===== src/rtl/core/tkn_pkg.sv =====
// Shared types, constants and the ranking rule of the top-k neighbor list.
// Used by tkn_cell and top_k_neighbour_list_core; depends on nothing else.
package tkn_pkg;

   localparam int CLOSENESS_WIDTH = 4;
   localparam int TAG_WIDTH       = 8;
   localparam int SLOT_WIDTH      = 5;

   localparam logic [TAG_WIDTH-1:0] TAG_UNKNOWN = 8'h3F;  // '?'
   localparam logic [TAG_WIDTH-1:0] TAG_EMPTY   = 8'h00;

   localparam logic KIND_OFFER = 1'b0;
   localparam logic KIND_DUMP  = 1'b1;

   typedef struct packed {
      logic [TAG_WIDTH-1:0]       tag;
      logic [CLOSENESS_WIDTH-1:0] closeness;
   } info_type;

   // Command broadcast to every cell in a cycle.
   typedef struct packed {
      logic offer;   // an offer item is accepted this cycle
      logic dump;    // one slot is emitted and the list moves up one place
   } cell_cmd_type;

   typedef enum logic {
      ST_IDLE,
      ST_DUMP
   } state_type;

   // True when the candidate outranks the entry held in a slot.
   function automatic logic outranks(info_type held, info_type cand);
      logic held_unknown;
      logic cand_unknown;
      logic result;
      held_unknown = (held.tag == TAG_UNKNOWN) || (held.tag == TAG_EMPTY);
      cand_unknown = (cand.tag == TAG_UNKNOWN);
      if (cand.closeness == '0) begin
         result = 1'b0;
      end else if (held_unknown != cand_unknown) begin
         result = held_unknown;
      end else begin
         result = cand.closeness > held.closeness;
      end
      return result;
   endfunction

endpackage


===== src/rtl/core/tkn_cell.sv =====
// One slot of the ranked neighbor list: holds an entry, ranks the candidate
// against it and takes data from its neighbors. Depends on tkn_pkg.
module tkn_cell #(
   parameter int   INDEX_WIDTH = 20,
   parameter logic LAST_CELL   = 1'b0
) (
   input  logic                     clock,
   input  logic                     reset,
   input  tkn_pkg::cell_cmd_type    cmd,
   input  logic [INDEX_WIDTH-1:0]   cand_index,
   input  tkn_pkg::info_type        cand_info,
   input  logic [INDEX_WIDTH-1:0]   above_index,
   input  tkn_pkg::info_type        above_info,
   input  logic [INDEX_WIDTH-1:0]   below_index,
   input  tkn_pkg::info_type        below_info,
   input  logic                     suffix_in,     // all cells below are outranked
   input  logic                     suffix_above,  // suffix_out of the cell above
   output logic                     suffix_out,
   output logic                     insert,
   output logic [INDEX_WIDTH-1:0]   held_index,
   output tkn_pkg::info_type        held_info
);

   logic [INDEX_WIDTH-1:0] index_ff, index_in;
   tkn_pkg::info_type      info_ff, info_in;
   logic                   beats;

   // The last slot is never compared: the walk starts at the one above it.
   assign beats      = LAST_CELL || tkn_pkg::outranks(info_ff, cand_info);
   assign suffix_out = suffix_in && beats;
   assign insert     = !LAST_CELL && suffix_out && !suffix_above;

   always_comb begin
      index_in = index_ff;
      info_in  = info_ff;
      priority if (cmd.dump) begin
         index_in = below_index;
         info_in  = below_info;
      end else if (cmd.offer && insert) begin
         index_in = cand_index;
         info_in  = cand_info;
      end else if (cmd.offer && suffix_above) begin
         index_in = above_index;
         info_in  = above_info;
      end else begin
         // The entry stays where it is.
         index_in = index_ff;
         info_in  = info_ff;
      end
   end

   always_ff @(posedge clock) begin
      if (reset) begin
         index_ff <= '0;
         info_ff  <= '0;
      end else begin
         index_ff <= index_in;
         info_ff  <= info_in;
      end
   end

   assign held_index = index_ff;
   assign held_info  = info_ff;

endmodule


===== src/rtl/core/top_k_neighbour_list_core.sv =====
// Top level of the top-k neighbor list: a row of tkn_cell slots, the offer
// and dump control, and the result register. Depends on tkn_pkg, tkn_cell.
//
//  Channel | Direction | Handshake             | Payload
//  --------+-----------+-----------------------+---------------------------------
//  req     | in        | req_tvalid/req_tready | tuser kind; tdata candidate
//  rsp     | out       | rsp_tvalid/rsp_tready | tuser inserted; tdata entry; tlast
//
// In an offer every cell ranks the candidate against its entry at once, and a
// ripple of those results up the row picks the insertion slot. A dump moves
// the list up one cell a cycle while slot 0 is emitted, stalling while the
// result side is held; the list is empty when the last slot is out.
// Reset (synchronous) clears every slot to empty and drops any pending result.
// A result waits in the output register; a new item is taken in the same cycle
// the waiting one is taken, so a stalled result side holds the request side.
module top_k_neighbour_list_core #(
   parameter int  LIST_DEPTH  = 10,
   parameter int  INDEX_WIDTH = 20,
   localparam int REQ_WIDTH   = ((INDEX_WIDTH + 12 + 7) / 8) * 8,
   localparam int RSP_WIDTH   = ((INDEX_WIDTH + 17 + 7) / 8) * 8
) (
   input  logic                 clock,
   input  logic                 reset,
   input  logic                 req_tvalid,
   output logic                 req_tready,
   input  logic                 req_tuser,   // kind
   input  logic [REQ_WIDTH-1:0] req_tdata,   // cand_index, cand_closeness, cand_tag
   output logic                 rsp_tvalid,
   input  logic                 rsp_tready,
   output logic                 rsp_tuser,   // inserted
   output logic [RSP_WIDTH-1:0] rsp_tdata,   // slot, entry_index, entry_closeness,
                                             // entry_tag
   output logic                 rsp_tlast
);

   localparam int CNT_WIDTH = $clog2(LIST_DEPTH);
   localparam logic [CNT_WIDTH-1:0] CNT_LAST = CNT_WIDTH'(LIST_DEPTH - 1);

   // Unpack the request item.
   logic [INDEX_WIDTH-1:0] cand_index;
   tkn_pkg::info_type      cand_info;

   assign cand_index          = req_tdata[INDEX_WIDTH-1:0];
   assign cand_info.closeness = req_tdata[INDEX_WIDTH+3:INDEX_WIDTH];
   assign cand_info.tag       = req_tdata[INDEX_WIDTH+11:INDEX_WIDTH+4];

   // Control state.
   tkn_pkg::state_type     state_ff, state_in;
   logic [CNT_WIDTH-1:0]   dump_cnt_ff, dump_cnt_in;
   logic                   out_free;
   logic                   offer_acc;
   logic                   dump_acc;
   logic                   dump_step;
   tkn_pkg::cell_cmd_type  cmd;

   // Result register.
   logic                        rsp_valid_ff, rsp_valid_in;
   logic [tkn_pkg::SLOT_WIDTH-1:0] rsp_slot_ff, rsp_slot_in;
   logic                        rsp_ins_ff, rsp_ins_in;
   logic [INDEX_WIDTH-1:0]      rsp_index_ff, rsp_index_in;
   tkn_pkg::info_type           rsp_info_ff, rsp_info_in;
   logic                        rsp_last_ff, rsp_last_in;

   // Cell row wiring.
   logic [INDEX_WIDTH-1:0] held_index [LIST_DEPTH];
   tkn_pkg::info_type      held_info  [LIST_DEPTH];
   logic [LIST_DEPTH-1:0]  suffix;
   logic [LIST_DEPTH-1:0]  insert_vec;
   logic [tkn_pkg::SLOT_WIDTH-1:0] ins_slot;

   assign out_free  = !rsp_valid_ff || rsp_tready;
   assign offer_acc = req_tvalid && req_tready && (req_tuser == tkn_pkg::KIND_OFFER);
   assign dump_acc  = req_tvalid && req_tready && (req_tuser == tkn_pkg::KIND_DUMP);
   assign cmd.offer = offer_acc;
   assign cmd.dump  = dump_step;

   genvar g;
   generate
      for (g = 0; g < LIST_DEPTH; g++) begin : g_cell
         logic [INDEX_WIDTH-1:0] above_index, below_index;
         tkn_pkg::info_type      above_info, below_info;
         logic                   suffix_in, suffix_above;

         if (g == 0) begin : g_top
            assign above_index  = '0;
            assign above_info   = '0;
            assign suffix_above = 1'b0;
         end else begin : g_mid
            assign above_index  = held_index[g-1];
            assign above_info   = held_info[g-1];
            assign suffix_above = suffix[g-1];
         end

         if (g == LIST_DEPTH - 1) begin : g_end
            // The last cell refills with an empty entry while dumping.
            assign below_index = '0;
            assign below_info  = '0;
            assign suffix_in   = 1'b1;
         end else begin : g_inner
            assign below_index = held_index[g+1];
            assign below_info  = held_info[g+1];
            assign suffix_in   = suffix[g+1];
         end

         tkn_cell #(
            .INDEX_WIDTH (INDEX_WIDTH),
            .LAST_CELL   ((g == LIST_DEPTH - 1) ? 1'b1 : 1'b0)
         ) u_cell (
            .clock        (clock),
            .reset        (reset),
            .cmd          (cmd),
            .cand_index   (cand_index),
            .cand_info    (cand_info),
            .above_index  (above_index),
            .above_info   (above_info),
            .below_index  (below_index),
            .below_info   (below_info),
            .suffix_in    (suffix_in),
            .suffix_above (suffix_above),
            .suffix_out   (suffix[g]),
            .insert       (insert_vec[g]),
            .held_index   (held_index[g]),
            .held_info    (held_info[g])
         );
      end
   endgenerate

   // At most one cell claims the candidate, so OR-ing the positions encodes it.
   always_comb begin
      ins_slot = '0;
      for (int j = 0; j < LIST_DEPTH; j++) begin
         if (insert_vec[j]) begin
            ins_slot = ins_slot | tkn_pkg::SLOT_WIDTH'(j);
         end
      end
   end

   // Next state and outputs of the controller.
   always_comb begin
      state_in     = state_ff;
      dump_cnt_in  = dump_cnt_ff;
      req_tready   = 1'b0;
      dump_step    = 1'b0;
      rsp_valid_in = rsp_valid_ff && !rsp_tready;
      rsp_slot_in  = rsp_slot_ff;
      rsp_ins_in   = rsp_ins_ff;
      rsp_index_in = rsp_index_ff;
      rsp_info_in  = rsp_info_ff;
      rsp_last_in  = rsp_last_ff;
      unique case (state_ff)
         tkn_pkg::ST_IDLE: begin
            req_tready = out_free;
            if (dump_acc) begin
               state_in    = tkn_pkg::ST_DUMP;
               dump_cnt_in = '0;
            end
            if (offer_acc) begin
               // A rejected offer reports slot 0 with inserted clear.
               rsp_valid_in = 1'b1;
               rsp_slot_in  = ins_slot;
               rsp_ins_in   = |insert_vec;
               rsp_index_in = cand_index;
               rsp_info_in  = cand_info;
               rsp_last_in  = 1'b1;
            end
         end
         tkn_pkg::ST_DUMP: begin
            dump_step = out_free;
            if (out_free) begin
               rsp_valid_in = 1'b1;
               rsp_slot_in  = tkn_pkg::SLOT_WIDTH'(dump_cnt_ff);
               rsp_ins_in   = 1'b0;
               rsp_index_in = held_index[0];
               rsp_info_in  = held_info[0];
               rsp_last_in  = (dump_cnt_ff == CNT_LAST);
               if (dump_cnt_ff == CNT_LAST) begin
                  state_in    = tkn_pkg::ST_IDLE;
                  dump_cnt_in = '0;
               end else begin
                  dump_cnt_in = dump_cnt_ff + 1'b1;
               end
            end
         end
         default: begin
            state_in = tkn_pkg::ST_IDLE;
         end
      endcase
   end

   always_ff @(posedge clock) begin
      if (reset) begin
         state_ff     <= tkn_pkg::ST_IDLE;
         dump_cnt_ff  <= '0;
         rsp_valid_ff <= 1'b0;
      end else begin
         state_ff     <= state_in;
         dump_cnt_ff  <= dump_cnt_in;
         rsp_valid_ff <= rsp_valid_in;
      end
   end

   always_ff @(posedge clock) begin
      rsp_slot_ff  <= rsp_slot_in;
      rsp_ins_ff   <= rsp_ins_in;
      rsp_index_ff <= rsp_index_in;
      rsp_info_ff  <= rsp_info_in;
      rsp_last_ff  <= rsp_last_in;
   end

   assign rsp_tvalid = rsp_valid_ff;
   assign rsp_tuser  = rsp_ins_ff;
   assign rsp_tlast  = rsp_last_ff;
   assign rsp_tdata  = RSP_WIDTH'({rsp_info_ff.tag, rsp_info_ff.closeness,
                                   rsp_index_ff, rsp_slot_ff});

   // The candidate lands in at most one slot.
   a_insert_onehot: assert property (@(posedge clock) disable iff (reset)
      $onehot0(insert_vec))
      else $error("candidate claimed by more than one slot");

   // An inserted candidate never lands in the last slot.
   a_not_last_slot: assert property (@(posedge clock) disable iff (reset)
      (rsp_valid_ff && rsp_ins_ff) |->
         (rsp_slot_ff != tkn_pkg::SLOT_WIDTH'(LIST_DEPTH - 1)))
      else $error("insertion reported at the last slot");

   // A dump starts emitting from slot 0.
   a_dump_start: assert property (@(posedge clock) disable iff (reset)
      dump_acc |=> (state_ff == tkn_pkg::ST_DUMP) && (dump_cnt_ff == '0))
      else $error("dump did not start at slot 0");

   // After the final slot of a dump the controller is idle again.
   a_dump_end: assert property (@(posedge clock) disable iff (reset)
      (dump_step && (dump_cnt_ff == CNT_LAST)) |=>
         (state_ff == tkn_pkg::ST_IDLE) && rsp_valid_ff && rsp_last_ff)
      else $error("dump did not finish after the final slot");

   // Only the final item of a dump carries last.
   a_dump_last: assert property (@(posedge clock) disable iff (reset)
      (dump_step && (dump_cnt_ff != CNT_LAST)) |=> !rsp_last_ff)
      else $error("last raised before the final dumped slot");

endmodule

===== config.mk =====
export PLATFORM = sky130hd
export DESIGN_NAME = top_k_neighbour_list_core
export DESIGN_NICKNAME = d
export VERILOG_FILES = /design/src/rtl/core/tkn_pkg.sv /design/src/rtl/core/tkn_cell.sv /design/src/rtl/core/top_k_neighbour_list_core.sv
export SDC_FILE = /design/constraint.sdc
export NUM_CORES = 1
export LEC_CHECK = 0
export BUFFER_PORTS_ARGS = -buffer_cell sky130_fd_sc_hd__buf_2
export CAP_MARGIN = 0
export CORE_AREA = 2 2 202 204
export DETAILED_ROUTE_END_ITERATION = 12
export DIE_AREA = 0 0 204 206
export PLACE_DENSITY = 0.66
export SLEW_MARGIN = 20
export SYNTH_ARGS = -nofsm -noshare
export SYNTH_HDL_FRONTEND = slang
export SYNTH_SLANG_ARGS = --single-unit

===== constraint.sdc =====
create_clock -name clock -period 5.7 [get_ports clock]
set_input_delay 0.57 -clock clock [delete_from_list [all_inputs] [get_ports clock]]
set_output_delay 0.57 -clock clock [all_outputs]
set_load 0.1 [all_outputs]

==> flow_summary.yaml <==
yosys:
  synth_cell_types: 64
  ys_ff_latch: 364
  synth.area.top_cells: "dfxtp_1 33%, mux2_2 6.9%, mux2i_1 6.5%, edfxtp_1 5.8%, nand2_1 5.3%"
  yosys.area.top_type: "dfxtp_1"
  netlist_instances: 2253
  ys.flop_type: "dfxtp_1"
  synth_top_area_frac: 0.333
  ys_seq_area_frac: 0.391
  ys_async_sr_fraction: 0
  netlist_area_sq_mm: 0.0196
  syn_avg_cell_area_sq_um: 8.71
  synth-edff-count: 38
  ys_warn_count: 0
critical_path:
  critPathArrivalTime_ns: 4.61
  crit_fanout: 61
  cp_slowest_cell: "a211o_2"
  endpoint_kind: "flop"
  crit_family: "compound AO/OA/AOI/OAI gates"
  critical_path_buf_inv_count: 3
  worstPathRequired_ns: 6.13
  crit_path_max_incr_delay_ns: 0.64
  critPathKind: "in -> reg"
  startpoint_type: "primary input"
  path_cells: "buf_2, inv_1, ha_1, nand4_1, o41ai_1, or2_2, or4_1, a211o_2, nor4_4, buf_4, a21boi_0, a2111oi_0"
power_and_ir_drop:
  pwr-share-seq: 0.414
  p_int_uw: 4600
  switchingPower_uw: 2190
  clkPwrFrac: 0.359
  p_leak_uw: 0.00747
  switching_share: 0.322
  power.share.combinational: 0.227
  pwr_density_cell_mw_per_mm2: 317
  ir_drop_mv: 0.277
sta:
  rsz0062_at_grt: "false"
  hold_violations: 0
  max_freq_mhz: 239
  min_period_ns: 4.18
  clock_skew_ns: 0.0163
  slew_viol_final: 0
  fin_tns_setup_ns: 0
  whs_ns: 0.385
  fin_crit_sh: 0.734
  finalSetupViolCount: 0
  worst_slew_pin_slew_ns: 0.998
  max_slew_margin: 0.335
detailed_routing:
  vias_per_cell: 6.21
  drcViolationCount: 0
  wl_per_cell_um: 19.7
  dr.pass1.iters: 7
  ant_nets: 0
  vias: 17100
  dr.first_iter.drc_count: 1411
  drt_wl_total_mm: 54.2
global_route:
  grt.overflow.total: 0
  grt_pass1_wl_mm: 87.5
  antenna_found_initial: 0
  grt_max_degree: 128
  grt_pass1_vias: 17200
  grt_use_total: 0.252
die:
  start_util: 0.488
  dieArea_sq_mm: 0.0420
  core_sq_mm: 0.0402
  die_w_um: 204
  io_pins: 81
  die_y_um: 206
  num_rows: 74
cells_and_area:
  fillers: 3713
  final_common_cell: "dfxtp_1"
  fin_nets: 2270
  syn2layout_area_growth_pct: 9.28
  antenna_cells: 0
  layout_common_cells: "325 x dfxtp_1, 276 x nand2_1, 220 x nor2_1, 128 x mux2i_1, 125 x o21ai_0"
  final_layout_size_suffix_gt1_frac: 0.162
job:
  maxCapViolCount: 0
cts:
  h-tree-depth: 2
  cts-root-buf: "clkbuf_16"
  ctsLongestPathBuffers: 3
  ctsResizeCount: 0
  clk_latency_ns: 0.55
  clock_sinks: 364
  path_clk_slew_ns: 0.06
  cts_setup_buffers: 0
  holdBufCountCts: 0
  cts_tree: "done"
  numCtsBuffers: 40
run_status:
  outcome: "finished clean"
placement:
  dp_hpwl_mm: 36.2
  gp_congestion: 0.883
  numPortBuffers: 76
min_path:
  min-delay-path-class: "in -> reg"
-- power by group through the flow --
stage / logic, uW / clock network [uW] / registers (uW)
2_1_floorplan: 1010 / 0 / 3040
3_3_place_gp: 1490 / 0 / 2860
3_5_place_dp: 1530 / 0 / 2870
4_1_cts: 1530 / 2470 / 2810
5_1_grt: 1660 / 2580 / 2820
6_report: 1540 / 2440 / 2810
-- per-layer routing --
metal	vias up	share of wire	GRT usage
li1	8127	-	-
met1	8450	0.42	0.309
met2	433	0.51	0.459
met3	121	0.039	0.0295
met4	0	0.028	0.0839
met5	-	0	0
-- worst min-delay path: stages --
cell and delay (ns):
buf_2 0.17, nand2_1 0.08, nand3_1 0.05
-- Yosys cell counts, types with 10 or more instances --
cell type and n:
nor2_1 225, o221ai_1 53, o211ai_1 10, a22oi_1 33
clkbuf_1 162, o32ai_1 32, a21boi_1 31, nand2b_1 52
inv_1 51, nand2_1 279, nor2b_1 11, edfxtp_1 38
buf_2 36, buf_4 10, a2bb2oi_1 34, mux2_2 120
mux2i_1 128, nand3_1 73, a32o_1 24, a31oi_1 11
a22o_1 11, o21ai_0 125, a2111oi_2 32, nor4_1 15
nand4_1 23, o21ai_1 10, o31ai_1 15, ha_1 38
dfxtp_1 326, a221oi_1 32, a21oi_1 119, buf_1 14
-- cell type report --
class                   instances  area, sq um  share of cell area
clock buffers                  62         1130              0.0529
clock inverters                10         56.3             0.00263
inverters                      51          191             0.00893
multi-input cells            1619        11000               0.512
flip-flops and latches        364         7670               0.358
well taps                     532          666              0.0310
repair buffers                119          754              0.0352
-- flip-flops by register name, summed over array words and instances (netlist names), 4 cells and up --
register                  cells
dump_cnt_ff                   4
g_cell.u_cell.held_index    200
g_cell.u_cell.held_info     120
rsp_index_ff                 20
rsp_slot_ff                   4
rsp_tdata                    12
-- final timing paths --
check | from | to | slack, ns | cells after the start
max reg2reg | g_cell[8].u_cell.held_info[1] | g_cell[0].u_cell.held_index[19] | 1.65 | 11
min reg2reg | g_cell[9].u_cell.held_info[1] | g_cell[9].u_cell.held_info[1] | 0.46 | 2
min | req_tdata[6] | g_cell[4].u_cell.held_index[6] | 0.38 | 3
max | req_tdata[20] | g_cell[0].u_cell.held_index[19] | 1.52 | 12
-- per-stage QoR --
step / power [uW] / instances / instance area [sq um] / worst slack [ns] / util
6_report: 6790 / 2757 / 21400 / 1.52 / 0.534
5_1_grt: 7060 / 2757 / 21400 / 1.39 / 0.534
4_1_cts: 6810 / 2756 / 21400 / 1.57 / 0.533
3_5_place_dp: 4390 / 2684 / 20200 / 1.02 / 0.503
3_3_place_gp: 4360 / 2684 / 20200 / 1.13 / 0.503
2_1_floorplan: 4050 / 2256 / 19600 / 1.17 / -
-- kinds of logic (layout without fill, tap and decap cells) --
logic type                 Yosys count  in the layout  share of synthesized area
other                                1              4                   0.000191
muxes                              252            252                      0.136
buffers and inverters              273            242                     0.0564
AOI/OAI and AO/OA                  603            603                      0.225
and+or+nand+nor                    718            718                      0.165
adders and majority gates           42             42                     0.0263
DFF                                364            364                      0.391
Note: power is estimated with default switching activity, not from simulation.
